File: src/rtl/sli_pkg.sv
// ---------------------------------------------------------------------------
// Sorted list intersection package
// Request codes, sequencer states and default sizes.
// ---------------------------------------------------------------------------
package sli_pkg;

  localparam int unsigned LIST_DEPTH_DEF = 64;
  localparam int unsigned VALUE_W        = 32;
  localparam int unsigned REQ_W          = 2;

  typedef enum logic [REQ_W-1:0] {
    REQ_APPEND_A = 2'd0,
    REQ_APPEND_B = 2'd1,
    REQ_START    = 2'd2
  } req_t;

  typedef enum logic [1:0] {
    ST_IDLE = 2'b01,
    ST_WALK = 2'b10
  } state_t;

endpackage

File: src/rtl/sli_ram.sv
// ---------------------------------------------------------------------------
// Sorted list intersection RAM
// Single write port, single read port, registered read data.
// ---------------------------------------------------------------------------
module sli_ram #(
  parameter int unsigned WIDTH = sli_pkg::VALUE_W,
  parameter int unsigned DEPTH = sli_pkg::LIST_DEPTH_DEF,
  localparam int unsigned AW   = $clog2(DEPTH)
) (
  input  logic             clk,
  input  logic             we,
  input  logic [AW-1:0]    waddr,
  input  logic [WIDTH-1:0] wdata,
  input  logic [AW-1:0]    raddr,
  output logic [WIDTH-1:0] rdata
);

  logic [WIDTH-1:0] mem_r [DEPTH];

  always_ff @(posedge clk) begin
    if (we) begin
      mem_r[waddr] <= wdata;
    end
    rdata <= mem_r[raddr];
  end

endmodule

File: config.mk
export PLATFORM = sky130hd
export DESIGN_NAME = sli_ram
export DESIGN_NICKNAME = d
export VERILOG_FILES = /design/src/rtl/sli_pkg.sv /design/src/rtl/sli_ram.sv
export SDC_FILE = /design/constraint.sdc
export NUM_CORES = 2
export LEC_CHECK = 0
export BUFFER_PORTS_ARGS = -buffer_cell sky130_fd_sc_hd__buf_4
export CAP_MARGIN = 20
export CORE_AREA = 4 4 353 355
export CTS_BUF_LIST = sky130_fd_sc_hd__clkbuf_4
export DETAILED_ROUTE_END_ITERATION = 10
export DIE_AREA = 0 0 357 359
export PLACE_DENSITY_LB_ADDON = 0.25
export RECOVER_POWER = 50
export SKIP_LAST_GASP = 1
export SYNTH_ARGS = -nofsm -noshare
export SYNTH_HDL_FRONTEND = slang
export SYNTH_SLANG_ARGS = --single-unit
File: constraint.sdc
create_clock -name clk -period 4.5 [get_ports clk]
set_input_delay 0.225 -clock clk [delete_from_list [all_inputs] [get_ports clk]]
set_output_delay 0.225 -clock clk [all_outputs]
set_load 0.02 [all_outputs]
======== Word level (Yosys, flattened, before mapping) ========
Memories as Yosys holds them, arrays and structs flattened. A register that Yosys moved wholly into a read port is not among the register bits.
Index checks and enable logic that the tools add are counted.
storage, ports and cells
  register bits after elaboration ......... 0
  bits in latches ......................... 0
  bits in writable memories ............... 2048
  ROM bits ................................ 0
  input port bits ......................... 46
  output and inout bits ................... 32
  logic and storage cells ................. 3
  memories ................................ 1
operators by class
  add/sub/neg operators ................... 0
  $mul .................................... 0
  divide/modulo/power cells ............... 0
  magnitude comparators ................... 0
  equality and inequality tests ........... 0
  shifts and indexed selects .............. 0
  multiplexer cells ....................... 2
  bitwise operators ....................... 0
  reduce and logical (&&, ||, !) cells .... 0
memory list
  memory  words  bits a word  rd ports  clocked after memory_dff  wr ports  line           RTL
  mem_r   64     32           1         1                         1         sli_ram.sv:18  logic [WIDTH-1:0] mem_r [DEPTH];
operators by type and width
  cell              count
  2-to-1 mux 1 bit  2

======== Longest topological paths before layout ========
  word-level depth ........................ 2
  gate-level depth with buffers ........... 10
  gate-level depth less buffers ........... 5

======== Least setup slack after synthesis ========
No wires, ideal clock.
  path type ............................... in2reg
  from .................................... input waddr[3]
  to ...................................... memory mem_r[48][0] in the netlist's numbering, enable pin
  setup time .............................. 0.461 ns
  data arrival time ....................... 2.924 ns
  data required time ...................... 4.039 ns
  slack ................................... 1.115 ns
  stages .................................. 4
  buffers on the path ..................... 1
  path through ............................ clkbuf_1 nor2b_1 nand4b_1 nor3_1
RTL lines
  item             line           RTL
  start, declared  sli_ram.sv:12  input logic [AW-1:0] waddr,
  end, declared    sli_ram.sv:18
Straight into the memory's write port.

======== Final worst setup path ========
  from .................................... input we
  to ...................................... memory mem_r[26][22] in the netlist's numbering, enable pin
on the way
  word-level cells in the longest chain between the ends .. 2
RTL lines
  item                                    line           RTL
  start, declared                         sli_ram.sv:11  input logic we,
  2-to-1 mux 1 bit                        sli_ram.sv:21  if (we) begin
  2-to-1 mux 1 bit (implied by the code)  sli_ram.sv:22  mem_r[waddr] <= wdata;
Every way passes these cells.

==> run metrics <==
CP arrival=4520 ps; Die Span X=357 um; CTS clk-pin slew, worst paths=60 ps; Fin. Hold Viols=0; die height=359 um; Final setup violation count=0; max incr delay on CP=2530 ps; failing checks=capacitance limit, slew limit; post-synthesis register bit count=2,080; clock buffer count from CTS=494; vias in the first global route=41,750; Top Metal Used=met5; Hold Path Origin=raddr[4]; Cells after Synth=3,324; NumNets Final=4,008; Crit Path Max Fanout=32; worst slew pin tran=3576 ps; CP cell instances=dlygate4sd3_1, clkbuf_1, nor2b_1, nand2_1, nor2_4, clkbuf_1; wl on met1=70,530 um; Seq/Total Area, Yosys=0.7914; WHS=193.0 ps; minimum clock period=3776 ps; clock tree root driver cell=clkbuf_4; Synth top area share=0.7833; clk sinks=2,080; RSZ-0062 raised after global routing=false; VDD IR max=325.3 uV; Max Freq=264.8 MHz; crit share post-route=0.8391; Post-route DRC=0; post_cts resized=0; Cell Area, Placed=82,020 um2; die area=128,200 um2; top cells by area, synth=edfxtp_1 (78%), mux4_2 (16%), mux2i_1 (1.2%); Worst Setup End Kind=flop; Leak=28.48 nW; Core Region=121,400 um2; R2R setup slack=1650 ps; syn_area_per_cell=23.62 um2; PwrDens=431.9 nW/um2; gr ovfl total=0; crit path from=we; setup tns final=0 ps; Critical-path top delay cell=clkbuf_1; H-tree Lvls=5; final instance area=88,920 um2; Area Growth Syn to Fin=13.25%; critical path class=input port to flop; final cell count without fillers=5,980; WP buf/inv=3; outcome=finished with violations; relative slew slack=-1.384; Layout Skew=108.4 ps; Met3 Wirelength=31,090 um; Worst EP required=5240 ps; Pre-Repair DR Iteration Count=6; hold path cells=4; CTS tree=built; starting DRC count in detailed routing=7,055; worst r2r src=mem_r[55][18]$_DFFE_PP_; DPL Wire Length=112,000 um; clk_lat worst skew=1330 ps; met2 wire len=98,080 um; placed insts=4,984; # port buffers=77; Ports=78; Critical R2R Capture=rdata[18]$_DFF_P_; Tot GR Track Use=0.3337; unique cell type count in the Yosys netlist=34; r2r worst-path depth=7; Place WS=1097 ps; clock tree buffer depth=4; Synth area leader=edfxtp_1; Via Count=40,870; initial antenna violation count=17; via/cell ratio=6.834; first-pass GRT wire length=298,300 um; YS warnings=0; cell mode on critical path=clkbuf_1; Worst Slack Setup Final=724.0 ps; Filler Cell Count=6,800; synthesized cell area=78,520 um2; Initial Util=0.6468; ANT nets after route=0; WHS Endpoint=rdata[23]$_DFF_P_; largest net degree at the start of global routing=94; Hold Path Class=input port to flop; Crit path max-delay family=buffers and inverters; share of layout cells above drive strength 1=0.3534; startpoint types=input port; Mapped Nets=3,370; Routed WL=208,900 um; Avg WL per Cell=34.94 um; gpl congestion=0.8313; Slew Viols, Final=2,132; number of max-cap violations=55; FP Rows=128
## state kept, by name, summed over array words and instances (netlist names)
| register | flops |
|---|---|
| mem_r | 2048 |
| rdata | 32 |
## worst max path at each step
stage | end | slack, ps | cells after the start
2_1_floorplan | mem_r[48][0]$_DFFE_PP_ | 1120 | 4
3_3_place_gp | rdata[11]$_DFF_P_ | 1170 | 8
3_5_place_dp | rdata[11]$_DFF_P_ | 1100 | 8
4_1_cts | rdata[31]$_DFF_P_ | 1570 | 8
5_1_grt | mem_r[26][22]$_DFFE_PP_ | 850 | 6
6_report | mem_r[26][22]$_DFFE_PP_ | 720 | 6
## cells in the mapped netlist (all sizes together)
| cell type | count |
|---|---|
| nand4 | 2 |
| nor3 | 7 |
| o32ai | 4 |
| nand3b | 5 |
| nor2 | 137 |
| o221ai | 27 |
| o22ai | 84 |
| buf | 108 |
| nand4b | 1 |
| nand3 | 5 |
| a311oi | 8 |
| or3b | 5 |
| nor2b | 15 |
| mux2i | 93 |
| dfxtp | 32 |
| mux4 | 544 |
| clkbuf | 74 |
| nand2b | 8 |
| and2 | 2 |
| a41o | 4 |
| or3 | 3 |
| a31oi | 1 |
| or2 | 3 |
| a21oi | 62 |
| nand2 | 26 |
| edfxtp | 2048 |
| a22oi | 12 |
| and3 | 4 |
## cells in the final DEF (no fill, tap or decap), types with 4 or more instances in the layout
cell type,instances
diode_2,14
a311oi_1,8
edfxtp_1,2048
o22ai_1,84
mux4_2,544
nor3_1,5
o221ai_1,27
inv_2,4
clkinv_1,124
a21oi_1,62
buf_8,6
nor2_4,48
clkinv_2,11
dlygate4sd3_1,88
a41o_1,4
o32ai_1,4
buf_12,15
dfxtp_1,32
clkbuf_1,52
and3_1,4
nor2_1,89
clkbuf_4,731
buf_4,160
nor2b_1,15
nand3_1,5
nand2b_1,8
a22oi_1,12
nand3b_1,5
mux2i_1,93
nand2_1,25
## stage by stage
| step | power, mW | utilization |
|---|---|---|
| final | 38.40 | 0.7324 |
| after global placement | 23.89 | 0.6753 |
| after CTS | 38.56 | 0.7360 |
| after global routing | 39.85 | 0.7323 |
| after floorplan | 22.99 | - |
| after detailed placement | 23.96 | 0.6756 |
## area by class of cell
class                   instances  area [um2]  area share
repair buffers                324        2715     0.03054
diodes                         14       35.03   0.0003940
clock buffers                 730        5480     0.06163
well taps                    1625        2033     0.02287
flip-flops and latches       2080       62140      0.6989
multi-input cells            1062       15860      0.1784
clock inverters               145       649.4    0.007303
## what timing repair did
action	4_1_cts	5_1_grt
hold endpoints to repair	2467	0
hold buffers	103	0
setup buffers	0	0
## metal layers
| layer | up-vias | track usage |
|---|---|---|
| met4 | 6 | 0.1355 |
| met1 | 20940 | 0.4758 |
| met5 | - | 0 |
| met3 | 526 | 0.09568 |
| met2 | 3477 | 0.5000 |
| li1 | 15920 | - |
## logic make-up (layout without fill, tap and decap cells)
group	after synthesis	in the layout	share of synthesized area
multiplexers	637	637	0.1679
AND/OR/NAND/NOR	223	223	0.01265
AO/OA/AOI/OAI	202	202	0.01673
buffers and inverters	182	1199	0.01128
flip-flops	2080	2080	0.7914
other	0	14	0
## where the power goes
part	switching [mW]	internal [mW]
logic	1.33	0.790
clock network	7.15	7.56
registers	0.106	21.5
## worst reg2reg max path, stage by stage, from the launching register on
cell and delay (ps):
edfxtp_1 370, mux4_2 470, mux2i_1 250, nand3b_1 100
dlygate4sd3_1 580, a31oi_1 260, dlygate4sd3_1 620, nor2_1 50
No activity file was read; power rests on OpenSTA's default activity.
